### src/hdl/cau_pkg.sv
// Shared types, constants and step functions of the complex arithmetic unit.
package cau_pkg;

    localparam int W  = 32;          // word width of every operand and result part
    localparam int F  = 16;          // fraction bits
    localparam int PW = 2 * W;       // width of one exact product
    localparam int QB = W + 1;       // quotient / root bits produced by the step chain
    localparam int SW = 2 * QB;      // width of the step source shifter

    localparam logic [W-1:0] MAX_VAL = {1'b0, {(W-1){1'b1}}};
    localparam logic [W-1:0] MIN_VAL = {1'b1, {(W-1){1'b0}}};

    typedef enum logic [2:0] {
        ACT_ADD = 3'd0,
        ACT_SUB = 3'd1,
        ACT_MUL = 3'd2,
        ACT_DIV = 3'd3,
        ACT_EQ  = 3'd4,
        ACT_MAG = 3'd5
    } action_t;

    typedef struct packed {
        logic [2:0]          action;
        logic signed [W-1:0] a_re;
        logic signed [W-1:0] a_im;
        logic signed [W-1:0] b_re;
        logic signed [W-1:0] b_im;
    } req_t;

    typedef struct packed {
        logic signed [W-1:0] res_re;
        logic signed [W-1:0] res_im;
        logic                equal_flag;
        logic                div_zero_flag;
        logic                overflow_flag;
    } rsp_t;

    // Results settled before the step chain, carried alongside it.
    typedef struct packed {
        logic [2:0]   action;
        logic [W-1:0] fix_re;
        logic [W-1:0] fix_im;
        logic         fix_ovf;
        logic         eq;
        logic         dz;
        logic         neg_re;
        logic         neg_im;
        logic         big_re;
        logic         big_im;
    } side_t;

    typedef struct packed {
        logic [PW-1:0] rem;
        logic [SW-1:0] src;
        logic [QB-1:0] q;
    } lane_t;

    typedef struct packed {
        side_t         side;
        logic [PW-1:0] den;
        logic          sq;
        lane_t         re;
        lane_t         im;
    } stage_t;

    typedef struct packed {
        logic [W-1:0] val;
        logic         ovf;
    } sat_t;

    // Clamp a signed value to the word range.
    function automatic sat_t sat_fn(logic signed [PW:0] v);
        sat_t r;
        logic fits;
        fits  = (&v[PW:W-1]) | ~(|v[PW:W-1]);
        r.ovf = ~fits;
        r.val = fits ? v[W-1:0] : (v[PW] ? MIN_VAL : MAX_VAL);
        return r;
    endfunction

    // One restoring step: a quotient bit against den, or a root bit (two source bits).
    function automatic lane_t lane_step(lane_t l, logic [PW-1:0] den, logic sq);
        lane_t       r;
        logic [SW-1:0] cand;
        logic [SW-1:0] sub;
        logic [SW-1:0] diff;
        logic          ge;
        if (sq)
        begin
            cand  = {l.rem, l.src[SW-1:SW-2]};
            sub   = {{(SW-QB-2){1'b0}}, l.q, 2'b01};
            r.src = {l.src[SW-3:0], 2'b00};
        end
        else
        begin
            cand  = {1'b0, l.rem, l.src[SW-1]};
            sub   = {2'b00, den};
            r.src = {l.src[SW-2:0], 1'b0};
        end
        ge    = (cand >= sub);
        diff  = cand - sub;
        r.rem = ge ? diff[PW-1:0] : cand[PW-1:0];
        r.q   = {l.q[QB-2:0], ge};
        return r;
    endfunction

endpackage

### src/hdl/cau_back.sv
// Result stage: signs, saturation, action select and output register.
module cau_back
    import cau_pkg::*;
(
    input  logic   clk,
    input  logic   rst_n,
    input  logic   en,
    input  logic   in_valid,
    input  stage_t in_data,
    output logic   rsp_valid,
    output rsp_t   rsp
);

    logic valid_reg;
    rsp_t rsp_reg, rsp_next;

    always_comb
    begin
        logic [PW:0] u_re;
        logic [PW:0] u_im;
        sat_t        q_re;
        sat_t        q_im;
        sat_t        root;
        u_re = {{(PW+1-QB){1'b0}}, in_data.re.q};
        u_im = {{(PW+1-QB){1'b0}}, in_data.im.q};
        q_re = sat_fn(in_data.side.neg_re ? -u_re : u_re);
        q_im = sat_fn(in_data.side.neg_im ? -u_im : u_im);
        if (in_data.side.big_re)
        begin
            q_re.ovf = 1'b1;
            q_re.val = in_data.side.neg_re ? MIN_VAL : MAX_VAL;
        end
        if (in_data.side.big_im)
        begin
            q_im.ovf = 1'b1;
            q_im.val = in_data.side.neg_im ? MIN_VAL : MAX_VAL;
        end
        root = sat_fn(u_re);

        rsp_next = '0;
        unique case (in_data.side.action)
            ACT_ADD, ACT_SUB, ACT_MUL:
            begin
                rsp_next.res_re        = in_data.side.fix_re;
                rsp_next.res_im        = in_data.side.fix_im;
                rsp_next.overflow_flag = in_data.side.fix_ovf;
            end
            ACT_DIV:
            begin
                if (in_data.side.dz)
                    rsp_next.div_zero_flag = 1'b1;
                else
                begin
                    rsp_next.res_re        = q_re.val;
                    rsp_next.res_im        = q_im.val;
                    rsp_next.overflow_flag = q_re.ovf | q_im.ovf;
                end
            end
            ACT_EQ:
                rsp_next.equal_flag = in_data.side.eq;
            ACT_MAG:
            begin
                rsp_next.res_re        = root.val;
                rsp_next.overflow_flag = root.ovf;
            end
            default:
                rsp_next = '0;
        endcase
    end

    always_ff @(posedge clk or negedge rst_n)
    begin
        if (!rst_n)
            valid_reg <= 1'b0;
        else if (en)
            valid_reg <= in_valid;
    end

    always_ff @(posedge clk)
    begin
        if (en)
            rsp_reg <= rsp_next;
    end

    assign rsp_valid = valid_reg;
    assign rsp       = rsp_reg;

endmodule

### config.mk
export PLATFORM = sky130hd
export DESIGN_NAME = cau_back
export DESIGN_NICKNAME = d
export VERILOG_FILES = /design/src/hdl/cau_pkg.sv /design/src/hdl/cau_back.sv
export SDC_FILE = /design/constraint.sdc
export NUM_CORES = 1
export LEC_CHECK = 0
export BUFFER_PORTS_ARGS = -buffer_cell sky130_fd_sc_hd__buf_2
export CAP_MARGIN = 20
export CORE_AREA = 8 8 202 204
export DETAILED_ROUTE_END_ITERATION = 16
export DIE_AREA = 0 0 210 212
export GPL_ROUTABILITY_DRIVEN = 0
export MAX_ROUTING_LAYER = met4
export PLACE_DENSITY_LB_ADDON = 0.05
export SLEW_MARGIN = 20
export SYNTH_ARGS = -nofsm -noshare
export SYNTH_HDL_FRONTEND = slang
export SYNTH_SLANG_ARGS = --single-unit
### constraint.sdc
create_clock -name clk -period 0.9 [get_ports clk]
set_input_delay 0.18 -clock clk [delete_from_list [all_inputs] [get_ports clk]]
set_output_delay 0.18 -clock clk [all_outputs]
set_load 0.01 [all_outputs]
# Yosys cells after proc, flatten, opt, wreduce, memory -nomap -nowiden
# Cells that the tools add are included.
[word_totals]
regBits = 68
inputBits = 469
[classes]
n_addsub = 2
n_eq_ne = 5
muxes = 17
n_bitwise = 7
reduce_logical = 7
[op_table]
columns = ["cell", "n"]
rows = [
  ["$mux 32", 7],
  ["$mux 65", 2],
  ["$neg 33->65", 2],
  ["$pmux 32 s3", 1],
  ["$reduce_and 34->1", 2],
  ["$reduce_or 34->1", 2],
  ["$mux 33", 2],
  ["$mux 64", 1],
  ["$pmux 32 s2", 1],
  ["$eq 3x2->1 const B", 2],
  ["$eq 3x3->1 const B", 2],
  ["$not 1->1", 4],
  ["$eq 3x1->1 const B", 1],
  ["$logic_not 3->1", 1],
  ["$or 1x1->1", 3],
  ["$pmux 1 s3", 1],
  ["$reduce_or 3->1", 1],
  ["$mux 1", 2],
  ["$reduce_or 2->1", 1],
]

# Logic depth before layout (Yosys ltp)
[depth]
word_depth = 10
depth_mapped = 14

# Least setup slack after synthesis
# Ideal clock, no wire load.
[synth_path]
path_kind = "in2reg"
start = "in in_data[20] (netlist bit)"
end = "reg rsp_reg (netlist bit rsp[10]) (data pin)"
setup_time_ns = 0.256
arrival_ns = 3.258
t_required_ns = 0.644
path_slack_ns = -2.614
cell_stages = 12
path_buffers = 2
path_cell_list = "or4_4 > or3_1 > buf_6 > or3_1 > nor2_1 > ha_1 > or4_1 > o32ai_2 > mux2_4 > buf_12 > nand3_2 > a22o_1"
[synth_lines]
columns = ["element", "line", "source"]
rows = [
  ["from (decl)", "cau_back.sv:9", "input stage_t in_data,"],
  ["to (signal assigned)", "cau_back.sv:82", "rsp_reg <= rsp_next;"],
  ["to (decl)", "cau_back.sv:15", "rsp_t rsp_reg, rsp_next;"],
]

==> summary.md <==
| Metric | Value |
|---|---|
| GRT Resource Usage Total | `14.9%` |
| Layout overhead on the synthesized area | `81.3%` |
| Largest net degree at the start of global routing | `40` |
| R2R Path End | `rsp_valid` |
| Antenna violations before repair | `8` |
| Family with the most delay on the worst path | `simple AND/OR/NAND/NOR gates` |
| Top Layer Used | `met4` |
| Final WL | `between 30 and 40 mm` |
| Worst reg2reg path startpoint | `rsp_valid` |
| Cell Chain, Critical Path | `buf_6 -> or4_4 -> or3_4 -> or3_4 -> nor2_4 -> ha_4 -> or4_4 -> o32ai_2 -> mux2_4 -> buf_4 -> buf_12 -> nand3_2 -> a22o_1` |
| # rows | `72` |
| Synth Register Bits | `about 70` |
| Final hold vios | `0` |
| Final #Nets | `1396` |
| Kind of start point of the critical path | `input port` |
| Pwr/cell area | `about 1200 mW/mm^2` |
| Dpl ws | `-2.79 ns` |
| DRT Pass-1 Iters | `4` |
| Yosys warnings | `0` |
| Post-synth EDFFs | `67` |
| CP arrival | `~3.3 ns` |
| Clk Latency, worst-skew pair | `~0.36 ns` |
| Wire per inst | `22.4 microns` |
| Synth Area in Simple Gates | `21.5%` |
| Worst setup startpoint | `in_data[20]` |
| PnR worst setup slack | `-2.29 ns` |
| Total vias in the final route | `6021` |
| Syn Inst Count | `between 500 and 600` |
| Core ar. | `around 0.038 sq mm` |
| DRC viols | `0` |
| CTS Sinks | `68` |
| Max H-tree Level | `3` |
| Total die area | `0.0445 sq mm` |
| Cell Area, Synth | `between 0.005 and 0.006 sq mm` |
| CP peak stage delay | `approximately 0.53 ns` |
| Combinational family with the most area after synthesis | `compound AO/OA/AOI/OAI gates` |
| Top cell type's share of synthesized area | `roughly 38%` |
| Crit. End Element | `flop` |
| Adder-cell share of the synthesized area | `1.41%` |
| Vias in the first global route | `around 6700` |
| Synth Area in XOR/XNOR | `10.0%` |
| Syn_area_per_cell | `a little under 10 sq um` |
| Highest Clock Rate | `around 310 MHz` |
| Overflow after GRT | `0` |
| End of the critical path | `rsp[12]` |
| Die extent in x | `210 microns` |
| Fillers | `4137` |
| PortBufs | `211` |
| Final total power | `around 11 mW` |
| First-pass GRT wire length | `around 47 mm` |
| WP depth | `13` |
| Layout cells sized above 1 | `around 58%` |
| Post-synth top flop | `edfxtp_1` |
| Metal1 wirelength | `around 14 mm` |
| Final setup vio count | `~130` |
| Register area share after synthesis | `a little under two fifths` |
| Max FO, Critical Path | `5` |
| Reg2reg path depth | `2` |
| VDD IR max | `about 0.0009 V` |
| Crit-path slowest cell | `or4_4` |
| CTS buffer count | `9` |
| Multi-input combinational cell area | `between 0.003 and 0.004 sq mm` |
| Crit path kind | `input port to flop` |
| Post-detailed-route count of antenna-violating nets | `0` |
| Failing checks | `setup timing` |
| CTS clock-pin slew for the worst setup and hold paths | `about 0.06 ns` |
| Static Leak | `between 3 and 4 nW` |
| I/O pins | `approximately 540` |
| Final min period | `approximately 3.2 ns` |
| Synth area leaders | `edfxtp_1, xnor2_1, nand3_2` |
| Required @ worst endpoint | `~1.0 ns` |
| Worst path bufs/invs | `3` |
| Complex-gate fraction of the synthesized area | `around 23%` |
| Worst-case clock buffer depth | `2` |
| Vias per inst | `roughly 4.1` |
| CTS tree | `built` |
| Final max-slew violation count | `0` |
| FFs w/ async S/R, synth | `1.47%` |
| Post-synthesis mux area share | `less than 1%` |
| Synth area leader | `edfxtp_1` |
| Root Buffer | `clkbuf_16` |
| Post-Syn Nets | `about 1000` |
| Max_cap viols | `0` |
| Status | `finished, violations left` |
| RSZ-0062 raised after global routing | `yes` |
| Met2 routed WL | `approximately 16 mm` |
| Worst slew pin tran | `around 0.69 ns` |
| Reg area | `between 0.002 and 0.0025 sq mm` |
| Slew headroom | `between 50% and 60%` |
| Initial Util | `approximately 14%` |
| DR iter-0 viols | `approximately 230` |
| Hold Path Class | `input port to flop` |
| Die Y-Extent | `~210 microns` |
| Post-synthesis cell type count | `54` |
| DP Wirelength | `around 27 mm` |
| Register-to-Register Setup Slack | `~0.05 ns` |
| WL met3 | `1.92 mm` |
| Largest register FFs | `67` |
| Clk_skew | `0 ns` |
| Final Cycle Share | `354%` |
==> worst reg2reg max path: cells and delay by family, from the launching register on <==
family / cells / cell delay, ns
flops: 1 / 0.37
mux: 1 / 0.24
buf+inv: 1 / 0.13
==> repair_timing <==
action / 4_1_cts / 5_1_grt
endpoints found under the hold margin: 1 / 0
hold buffers: 1 / 0
setup buffers: 11 / 1
gates resized for setup: 121 / 23
pin swaps: 36 / 15
cloned: 4 / 0
setup endpoints to repair: 133 / 133
==> final cells by class <==
type	count	share of cell area, %
clock buffer	11	2.41
timing repair buffer	407	30.5
multi-input combinational	426	38.5
clock inverter	5	0.297
antenna	9	0.233
tap	518	6.70
sequential	68	21.1
inverter	9	0.349
==> routing by layer <==
layer | vias to the layer above | GRT usage (%)
met5 | - | -
met4 | 0 | 4.67
met3 | 20 | 4.45
met2 | 168 | 24.7
met1 | 2929 | 17.3
li1 | 2904 | -
==> placed cells by master, fill, tap and decap left out, drive strengths merged, types with 18 or more instances in the layout <==
cell | netlist | routed
buf | 12 | 405
o21ai | 27 | 27
a22o | 32 | 32
nand3 | 35 | 35
o31ai | 24 | 24
nand2 | 56 | 56
xor2 | 24 | 24
nor3 | 26 | 26
o221ai | 18 | 18
edfxtp | 67 | 67
nor2 | 32 | 32
xnor2 | 37 | 37
==> worst min path at each step <==
stage                     end  cells after the start     start
floorplan           rsp_valid                      0     rst_n
global placement    rsp_valid                      1     rst_n
global route        rsp_valid                      2  in_valid
finish              rsp_valid                      2  in_valid
CTS                 rsp_valid                      2  in_valid
detailed placement  rsp_valid                      1     rst_n
==> where the power goes <==
part / internal (mW) / switching, mW / leakage (nW) / total (mW)
Sequential: 3.82 / 0.165 / 0.658 / 3.99
Combinational: 1.70 / 1.96 / 2.97 / 3.66
Clock: 1.85 / 1.64 / 0.123 / 3.49
==> per-stage QoR <==
step | hold WS [ns] | area, sq um | util, % | TNS [ns] | std cells
after floorplan | -0.116 | 5500 | - | -142.71 | 550
after global placement | -0.0457 | 8480 | 22.3 | -169.02 | 1416
after detailed placement | -0.0437 | 8480 | 22.3 | -169.27 | 1416
after CTS | 0.0299 | 9630 | 25.4 | -150.38 | 1447
after global routing | 0.0482 | 9670 | 25.5 | -151.93 | 1452
final | 0.0536 | 9670 | 25.5 | -142.94 | 1453
==> kinds of logic (layout without fill, tap and decap cells) <==
kind of cell / after synthesis / count (layout)
other: 0 / 9
XOR/XNOR: 61 / 61
adder cells (fa/ha/maj): 6 / 6
flip-flops: 68 / 68
multiplexers: 2 / 2
AO/OA/AOI/OAI: 156 / 156
buffers and inverters: 56 / 432
AND/OR/NAND/NOR: 201 / 201
==> Yosys cell counts (6+ instances only) <==
| master | number |
|---|---|
| ha_1 | 6 |
| nand4_1 | 6 |
| or3_1 | 10 |
| edfxtp_1 | 67 |
| o31ai_1 | 24 |
| a31oi_1 | 15 |
| nor3_1 | 26 |
| xor2_1 | 24 |
| o221ai_1 | 18 |
| o311ai_1 | 12 |
| clkbuf_1 | 35 |
| nand3_2 | 29 |
| xnor2_1 | 37 |
| nand2_1 | 56 |
| o21ai_0 | 26 |
| nor4_1 | 6 |
| nand2b_1 | 7 |
| nand3_1 | 6 |
| or4_1 | 10 |
| a22o_1 | 32 |
| o41ai_1 | 7 |
| nor2_1 | 32 |
| inv_1 | 9 |
No activity file was read; power rests on OpenSTA's default activity.
