**src/hdl/cau_pkg.sv**
```systemverilog
// Shared types, constants and step functions of the complex arithmetic unit.
package cau_pkg;

    localparam int W  = 32;          // word width of every operand and result part
    localparam int F  = 16;          // fraction bits
    localparam int PW = 2 * W;       // width of one exact product
    localparam int QB = W + 1;       // quotient / root bits produced by the step chain
    localparam int SW = 2 * QB;      // width of the step source shifter

    localparam logic [W-1:0] MAX_VAL = {1'b0, {(W-1){1'b1}}};
    localparam logic [W-1:0] MIN_VAL = {1'b1, {(W-1){1'b0}}};

    typedef enum logic [2:0] {
        ACT_ADD = 3'd0,
        ACT_SUB = 3'd1,
        ACT_MUL = 3'd2,
        ACT_DIV = 3'd3,
        ACT_EQ  = 3'd4,
        ACT_MAG = 3'd5
    } action_t;

    typedef struct packed {
        logic [2:0]          action;
        logic signed [W-1:0] a_re;
        logic signed [W-1:0] a_im;
        logic signed [W-1:0] b_re;
        logic signed [W-1:0] b_im;
    } req_t;

    typedef struct packed {
        logic signed [W-1:0] res_re;
        logic signed [W-1:0] res_im;
        logic                equal_flag;
        logic                div_zero_flag;
        logic                overflow_flag;
    } rsp_t;

    // Results settled before the step chain, carried alongside it.
    typedef struct packed {
        logic [2:0]   action;
        logic [W-1:0] fix_re;
        logic [W-1:0] fix_im;
        logic         fix_ovf;
        logic         eq;
        logic         dz;
        logic         neg_re;
        logic         neg_im;
        logic         big_re;
        logic         big_im;
    } side_t;

    typedef struct packed {
        logic [PW-1:0] rem;
        logic [SW-1:0] src;
        logic [QB-1:0] q;
    } lane_t;

    typedef struct packed {
        side_t         side;
        logic [PW-1:0] den;
        logic          sq;
        lane_t         re;
        lane_t         im;
    } stage_t;

    typedef struct packed {
        logic [W-1:0] val;
        logic         ovf;
    } sat_t;

    // Clamp a signed value to the word range.
    function automatic sat_t sat_fn(logic signed [PW:0] v);
        sat_t r;
        logic fits;
        fits  = (&v[PW:W-1]) | ~(|v[PW:W-1]);
        r.ovf = ~fits;
        r.val = fits ? v[W-1:0] : (v[PW] ? MIN_VAL : MAX_VAL);
        return r;
    endfunction

    // One restoring step: a quotient bit against den, or a root bit (two source bits).
    function automatic lane_t lane_step(lane_t l, logic [PW-1:0] den, logic sq);
        lane_t       r;
        logic [SW-1:0] cand;
        logic [SW-1:0] sub;
        logic [SW-1:0] diff;
        logic          ge;
        if (sq)
        begin
            cand  = {l.rem, l.src[SW-1:SW-2]};
            sub   = {{(SW-QB-2){1'b0}}, l.q, 2'b01};
            r.src = {l.src[SW-3:0], 2'b00};
        end
        else
        begin
            cand  = {1'b0, l.rem, l.src[SW-1]};
            sub   = {2'b00, den};
            r.src = {l.src[SW-2:0], 1'b0};
        end
        ge    = (cand >= sub);
        diff  = cand - sub;
        r.rem = ge ? diff[PW-1:0] : cand[PW-1:0];
        r.q   = {l.q[QB-2:0], ge};
        return r;
    endfunction

endpackage

```
**src/hdl/cau_iter_stage.sv**
```systemverilog
// One stage of the step chain: a quotient or root bit on each lane.
module cau_iter_stage
    import cau_pkg::*;
(
    input  logic   clk,
    input  logic   rst_n,
    input  logic   en,
    input  logic   in_valid,
    input  stage_t in_data,
    output logic   out_valid,
    output stage_t out_data
);

    logic   valid_reg;
    stage_t data_reg, data_next;

    always_comb
    begin
        data_next      = in_data;
        data_next.re   = lane_step(in_data.re, in_data.den, in_data.sq);
        data_next.im   = lane_step(in_data.im, in_data.den, 1'b0);
    end

    always_ff @(posedge clk or negedge rst_n)
    begin
        if (!rst_n)
            valid_reg <= 1'b0;
        else if (en)
            valid_reg <= in_valid;
    end

    always_ff @(posedge clk)
    begin
        if (en)
            data_reg <= data_next;
    end

    assign out_valid = valid_reg;
    assign out_data  = data_reg;

endmodule

```
**config.mk**
```make
export PLATFORM = sky130hd
export DESIGN_NAME = cau_iter_stage
export DESIGN_NICKNAME = d
export VERILOG_FILES = /design/src/hdl/cau_pkg.sv /design/src/hdl/cau_iter_stage.sv
export SDC_FILE = /design/constraint.sdc
export NUM_CORES = 1
export LEC_CHECK = 0
export BUFFER_PORTS_ARGS = -buffer_cell sky130_fd_sc_hd__clkbuf_2
export CORE_AREA = 2 2 363 365
export DETAILED_ROUTE_END_ITERATION = 16
export DIE_AREA = 0 0 365 367
export GPL_ROUTABILITY_DRIVEN = 0
export GPL_TIMING_DRIVEN = 0
export MAX_ROUTING_LAYER = met4
export PLACE_DENSITY = 0.41
export SYNTH_ARGS = -nofsm -noshare
export SYNTH_HDL_FRONTEND = slang
export SYNTH_SLANG_ARGS = --single-unit
```
**constraint.sdc**
```tcl
create_clock -name clk -period 1.4 [get_ports clk]
set_clock_uncertainty 0.1 [all_clocks]
set_input_delay 0.21 -clock clk [delete_from_list [all_inputs] [get_ports clk]]
set_output_delay 0.21 -clock clk [all_outputs]
set_load 0.02 [all_outputs]
```
Yosys cells after proc, flatten, opt, wreduce, memory -nomap -nowiden
Cells that the tools add are included.
{"block": "totals", "regBits": 465, "output_inout_bits": 466}
{"block": "op_classes", "add_sub_neg": 2, "n_lt_le_gt_ge": 2, "mux": 5}
{"cell": "$mux W64", "n": 3}
{"cell": "$mux W66", "n": 2}
{"cell": "$sub A64 B64 Y64", "n": 2}
{"cell": "$ge A66 B64 Y1", "n": 1}
{"cell": "$ge A65 B64 Y1", "n": 1}

Longest topological paths before layout
Gate-level depths: netlist of run 1.
{"block": "logic_depth", "word_depth": 3, "depth_mapped": 20}

Worst setup path before layout of run 1
OpenSTA, ideal clock, no wires.
{"block": "synth_timing", "path_type": "in2reg", "from": "input port in_data[326] (netlist name)", "to": "register data_reg (netlist bit out_data[318]) (data pin)", "setup_ns": 0.261, "arrival_time_ns": 4.233, "setup_slack_ns": -3.194, "path_stages": 17, "path_buffers": 5, "cell_sequence": "clkbuf_1 clkbuf_1 clkbuf_1 buf_1 mux2i_1 ha_1 clkbuf_1 a21o_1 a21o_1 a21o_1 a2111oi_0 o21bai_1 a21oi_1 a21boi_1 o21ai_0 or4_1 nor3b_1"}
{"item": "start: declaration", "line_no": "cau_iter_stage.sv:9", "source": "input stage_t in_data,"}
{"item": "end signal: assignment", "line_no": "cau_iter_stage.sv:35", "source": "data_reg <= data_next;"}
{"item": "end: declaration", "line_no": "cau_iter_stage.sv:15", "source": "stage_t data_reg, data_next;"}

==> results of run 1 <==
[metrics by stage]
| step | worst slack [ns] | TNS (ns) | hold WS, ns | power, mW | utilization (%) |
|---|---|---|---|---|---|
| final | -2.133 | -290.19 | -0.1011 | 51.29 | 34.90 |
| after global routing | -2.187 | -330.58 | -0.1372 | 53.57 | 34.89 |
| after CTS | -2.177 | -379.61 | -0.1752 | 49.89 | 32.51 |
| after detailed placement | -4.307 | -739.70 | -0.1140 | 30.81 | 25.43 |
| after global placement | -9.329 | -4613.94 | -0.1138 | 31.08 | 25.34 |
| after floorplan | -2.249 | -237.39 | -0.1856 | 25.38 | - |
[sequential cells by signal, summed over array words and instances, names as in the netlist]
signal,cells
out_data,463
out_valid,1
[cells in the mapped netlist, drive strengths merged, types with 5 or more instances]
master | n | area (µm²)
mux2 | 165 | 1866
inv | 107 | 401.6
and3 | 12 | 76.33
nand3 | 24 | 132.6
nand2 | 140 | 528.0
xor2 | 31 | 271.5
a21o | 77 | 590.6
a21boi | 6 | 45.04
buf | 41 | 291.5
o21a | 20 | 150.1
nor2b | 20 | 125.1
a31oi | 21 | 161.4
and4 | 5 | 43.79
ha | 128 | 1602
edfxtp | 463 | 13900
nor3b | 6 | 45.04
o31ai | 10 | 80.07
nor3 | 23 | 115.1
o21ai | 122 | 621.9
nand4 | 42 | 262.8
clkbuf | 67 | 262.7
and2 | 7 | 43.79
o21bai | 23 | 183.9
a211oi | 8 | 72.57
or2 | 5 | 31.28
nand2b | 42 | 262.8
mux2i | 38 | 380.4
nor4 | 7 | 58.81
or3 | 7 | 45.05
xnor2 | 85 | 744.5
a21oi | 206 | 1072
nor2 | 106 | 397.9
[placed cells by master (no fill, tap or decap), types with 18 or more instances in the layout]
cell / netlist / final
clkbuf_2: 1 / 590
edfxtp_1: 463 / 463
dlygate4sd3_1: 1 / 402
buf_6: 10 / 310
a21oi_1: 201 / 132
mux2_2: 135 / 130
buf_4: 5 / 118
nand2_1: 139 / 107
inv_1: 106 / 96
ha_1: 128 / 84
xnor2_1: 85 / 79
clkbuf_16: 0 / 75
a21o_1: 72 / 72
nor2_1: 106 / 56
o21ai_0: 102 / 54
a21oi_2: 2 / 53
nor2_4: 0 / 45
o21ai_2: 3 / 44
nand4_1: 42 / 42
nand2b_1: 42 / 39
buf_12: 1 / 38
buf_2: 22 / 37
mux2_4: 2 / 35
ha_4: 0 / 35
xor2_1: 31 / 31
diode_2: 0 / 29
mux2i_4: 0 / 23
nand3_1: 23 / 21
a21oi_4: 3 / 21
o21bai_1: 22 / 20
o21a_1: 20 / 19
buf_8: 0 / 18
nand2_2: 1 / 18
[worst paths after layout]
path / from / endpoint / slack, ns / cells after the start
worst max-delay path: in_data[326] / out_data[321]$_DFFE_PP_ / -2.13 / 19
worst min-delay path: in_data[285] / out_data[287]$_DFFE_PP_ / -0.10 / 4
worst max register to register: out_valid$_DFFE_PN0P_ / out_valid$_DFFE_PN0P_ / 0.56 / 1
worst min register to register: out_valid$_DFFE_PN0P_ / out_valid$_DFFE_PN0P_ / 0.42 / 1
max in group asynchronous: rst_n / out_valid$_DFFE_PN0P_ / 0.82 / 3
min in group asynchronous: rst_n / out_valid$_DFFE_PN0P_ / 0.28 / 3
[cell type report]
class	count	area, µm²
well taps	1755	2196
clock buffers	69	1535
clock inverters	42	394.1
fillers	13250	84940
multi-input cells	1451	13290
plain buffers	72	1006
inverters	107	444.2
repair buffers	1502	12660
diodes	29	72.57
flip-flops and latches	464	13930
[critical path, delay by kind of cell]
kind	cells	cell delay, ns
buffers and inverters	7	0.91
adders and majority gates	1	0.31
AOI/OAI and AO/OA	9	1.85
muxes	1	0.39
xor gates and xnor gates	1	0.16
[timing repair]
action / CTS / global route
gates cloned: 25 / 1
pin swaps: 87 / 93
hold buffers: 402 / 2
gates resized for setup: 470 / 1303
endpoints found under the hold margin: 461 / 149
endpoints found under the setup margin: 684 / 684
setup buffers: 96 / 56
[report_power, final]
part	switching, mW	total [mW]	internal (mW)
clock network	6.83	15.5	8.67
registers	0.756	18.0	17.3
logic	9.53	17.8	8.25
[metal layers]
layer | global-route usage, % | routed length [µm] | up-vias | part of all wire (%)
met5 | - | 0 | - | 0
met4 | 7.289 | 6457 | 0 | 4.6
met3 | 4.814 | 9000 | 196 | 6.5
met2 | 37.32 | 73300 | 743 | 53
met1 | 20.89 | 50530 | 11640 | 36
li1 | - | - | 11110 | -
[logic make-up (layout without fill, tap and decap cells)]
group	after synthesis	after routing
compound gates	545	545
flops	464	464
simple gates	455	455
buf+inv	217	1792
mux	203	203
fa+ha+maj	130	130
xor+xnor	116	116
other cells	1	31
==> run metrics, run 1 <==
largest net degree at the start of global routing=100; DRC Markers=0; slowest stage delay, CP=0.49 ns; vias per inst=4.313; Synth Register Bits=464; status=finished, violations left; setup ws final=-2.133 ns; root buf cell=clkbuf_16; initial antenna violation count=34; Cell Pwr Density=1127 nW/µm²; IR drop worst, VDD=0.9237 mV; Placed Area=33180 µm²; Final Cycle Share=252.4%; Die W=365 µm; Finished Cell Area=45530 µm²; Peak Freq=283.0 MHz; post-route ant nets=0; xor/xnor share of the synthesized area=3.979%; FP Rows=133; post-synthesis mux area share=8.796%; H-tree Lvls=2; Clk pin slew, worst setup/hold paths=0.06 ns; violated checks=hold timing, setup timing; Synth async-reset ratio=0.2155%; CP most frequent cell=buf_6; CP required=1.73 ns; GR Util All Layers=20.34%; CTS sink count=464; Worst-Skew Late Latency=0.67 ns; Post-Synth Adder-Cell Area=6.429%; register area share after synthesis=54.55%; dpl cells=4822; hold slack=-0.1011 ns; die area=134000 µm²; combinational family with the most area after synthesis=compound AO/OA/AOI/OAI gates; arrival time at the worst endpoint=3.86 ns; Synth Area in Compound Gates=13.60%; Post-synth EDFFs=463; Final Setup Violations=594; total wire length=139300 µm; starting density of the core=19.57%; Core ar.=130500 µm²; Fin. Hold Viols=129; ys flop type=edfxtp_1; wire per inst=25.37 µm; synthesis warning total=0; Num CTS Buffers=60; vias=23690; first-pass GRT wire length=187200 µm; kind of critical path=input port to register; Ports=935; P_leak=18.78 nW; Net count, final=4257; die height=367 µm; Max-Cap Viols=0; Worst Setup Start Kind=input port; fraction of layout cells with a size suffix above 1=48.85%; vias in the first global route=24620; Post-Syn Instances=2131; TritonCTS clock tree=built; cell chain of the critical path=buf_6 -> buf_8 -> clkbuf_16 -> clkbuf_16 -> buf_6 -> mux2_2 -> ha_4 -> inv_1 -> a21oi_1 -> o21a_1 -> o32a_1 -> o41ai_4 -> a311o_2 -> o21ai_4 -> a21oi_4 -> buf_6 -> o41ai_4 -> xnor2_2 -> o21ai_1; Finished Layout Cells=5491; port bufs=931; drt pass-1 iters=4; Slew Limit Fails=0; CTS Buffer Depth=3; Worst-Margin Slew=0.6558 ns; CP max FO=6; grt ovf=0; DRT iter0 DRCs=1237; area of the mapped netlist=25530 µm²; Worst slew margin=56.28%; minimum clock period=3.533 ns; min-delay worst type=input port to register; simple-gate share of the synthesized area=8.816%; post-synthesis cell type count=94; Critical-path top delay cell=a311o_2; post-DP HPWL=106200 µm; Worst Setup End Kind=register; Syn Area/Cell=11.98 µm²; synthesis-to-layout area growth=78.31%; unrepaired setup endpoints after global routing=true
No activity file was read; power rests on OpenSTA's default activity.
==> inputs of run 2 (changes only) <==
- PLACE_DENSITY: 0.41 -> not set
==> run 2 against run 1 <==
The run still ends with hold timing, setup timing left; via count is 4.6% higher; total power grew 1.2%; clock-buffer cell count up 9; worst setup slack better by 0.089 ns; hold slack worse by 0.020 ns; largest cell class is now buffers.
==> run metrics, run 2 (synthesis gave the netlist of run 1 again) <==
CP max FO=7; Worst slew margin=54.04%; Slew Limit Fails=0; Sw Share=33.43%; Num CTS Buffers=58; drt pass-1 iters=5; post-DP HPWL=114000 µm; CP top delay family=simple AND/OR/NAND/NOR gates; hold slack=-0.1212 ns; min-delay worst type=input port to register; P_leak=18.84 nW; fraction of layout cells with a size suffix above 1=47.89%; Worst-Margin Slew=0.6841 ns; Final Cycle Share=246.0%; FP Rows=133; total wire length=150800 µm; Largest register FFs=463; CTS Buffer Depth=3; unrepaired setup endpoints after global routing=true; Peak Freq=290.3 MHz; total chip power=51.91 mW; cell internal pwr=34.56 mW; synthesis-to-layout area growth=78.88%; H-tree Lvls=2; minimum clock period=3.444 ns; violated checks=hold timing, setup timing; cell chain of the critical path=buf_12 -> clkbuf_16 -> clkbuf_16 -> clkbuf_16 -> or2_4 -> ha_4 -> fa_2 -> nor2b_1 -> o21ai_1 -> a21boi_2 -> a21oi_4 -> nand4_1 -> a21oi_4 -> o21ai_4 -> a31oi_4 -> buf_12 -> buf_12 -> or4_1 -> nor3b_4; setup ws final=-2.044 ns; die height=367 µm; filler instances=12820; DRC Markers=0; TritonCTS clock tree=built; Max-Cap Viols=0; kind of critical path=input port to register; CP required=1.72 ns; Net count, final=4287; starting density of the core=19.57%; largest net degree at the start of global routing=102; post-route ant nets=0; GR Util All Layers=21.72%; Combinational Power Share=35.0%; DRT iter0 DRCs=1518; Worst Setup Start Kind=input port; port bufs=931; initial antenna violation count=63; die area=134000 µm²; arrival time at the worst endpoint=3.77 ns; vias per inst=4.476; Net Switching=17.35 mW; most frequent cells in the layout=clkbuf_2, edfxtp_1, dlygate4sd3_1, buf_6, mux2_2; Worst Setup End Kind=register; Clk pin slew, worst setup/hold paths=0.06 ns; slowest stage delay, CP=0.39 ns; Critical-path top delay cell=or4_1; wire per inst=27.24 µm; Core ar.=130500 µm²; Fin. Hold Viols=47; CTS sink count=464; status=finished, violations left; root buf cell=clkbuf_16; Ports=935; leading cell type in the layout, fill and taps excluded=clkbuf_2; grt ovf=0; vias in the first global route=24820; power share of the clock group=30.4%; Die W=365 µm; Worst-Skew Late Latency=0.69 ns; IR drop worst, VDD=0.9873 mV; first-pass GRT wire length=195800 µm; Cell Pwr Density=1137 nW/µm²; crit path buf inv count=6; sequential power share=34.5%; final core utilization=35.01%; vias=24780; Finished Layout Cells=5535; Final Setup Violations=959; dpl cells=4822
-- run 2: changes by cell type in the layout (fill, tap and decap cells not counted), moves of 8 or more --
cell | previous run | this run
dlygate4sd3_1 | 402 | 417
buf_6 | 310 | 296
clkinv_2 | 13 | 3
buf_8 | 18 | 9
clkbuf_1 | 16 | 30
nor2_4 | 45 | 29
nand2_1 | 107 | 123
nand2_4 | 15 | 5
buf_12 | 38 | 46
diode_2 | 29 | 44
buf_2 | 37 | 27
clkbuf_2 | 590 | 627
nor2_2 | 5 | 14
-- run 2: final cells by class --
cell class / instances / area [µm²] / area share (%)
Antenna cell: 44 / 110.1 / 0.2411
Buffer: 72 / 969.7 / 2.123
Clock buffer: 78 / 1526 / 3.342
Clock inverter: 30 / 431.7 / 0.9451
Inverter: 107 / 447.9 / 0.9807
Multi-Input combinational cell: 1451 / 13100 / 28.69
Sequential cell: 464 / 13930 / 30.50
Tap cell: 1755 / 2196 / 4.808
Timing Repair Buffer: 1534 / 12960 / 28.38
-- run 2: power by group through the flow --
stage / logic [mW] / clock network, mW / registers [mW]
3_3_place_gp: 12.8 / 0 / 18.3
4_1_cts: 16.1 / 16.2 / 17.7
5_1_grt: 19.2 / 16.7 / 18.0
6_report: 18.2 / 15.8 / 17.9
2_1_floorplan: 5.47 / 0 / 19.9
3_5_place_dp: 12.9 / 0 / 18.0
-- run 2: timing repair --
item / 4_1_cts / 5_1_grt
endpoints found under the hold margin: 517 / 154
gates resized for setup: 408 / 1243
hold buffers: 409 / 11
endpoints found under the setup margin: 792 / 801
buffers inserted: 110 / 57
pin swaps: 93 / 101
cloned: 19 / 9
-- run 2: worst paths after layout --
kind | start | end | slack [ns] | cells after the start
worst max-delay path | in_data[326] | out_data[318]$_DFFE_PP_ | -2.04 | 19
worst min-delay path | in_data[311] | out_data[313]$_DFFE_PP_ | -0.12 | 4
worst max register to register | out_valid$_DFFE_PN0P_ | out_valid$_DFFE_PN0P_ | 0.53 | 1
worst min register to register | out_valid$_DFFE_PN0P_ | out_valid$_DFFE_PN0P_ | 0.45 | 1
max in group asynchronous | rst_n | out_valid$_DFFE_PN0P_ | 0.84 | 3
min in group asynchronous | rst_n | out_valid$_DFFE_PN0P_ | 0.26 | 3
-- run 2: stage by stage --
step	instance area (µm²)	TNS, ns	setup slack, ns
after floorplan	26210	-237.39	-2.249
after detailed placement	33180	-847.97	-4.693
final	45670	-432.88	-2.044
after global routing	45660	-470.68	-2.152
after global placement	33060	-4418.48	-8.804
after CTS	42500	-412.26	-2.167
-- run 2: metal layers --
layer  up-vias  track usage, %  share of wire, %
li1      11170               -                 -
met1     12170           22.81                35
met2      1135           37.35                50
met3       299           5.608               8.2
met4         0           11.16               6.5
met5         -               -                 0
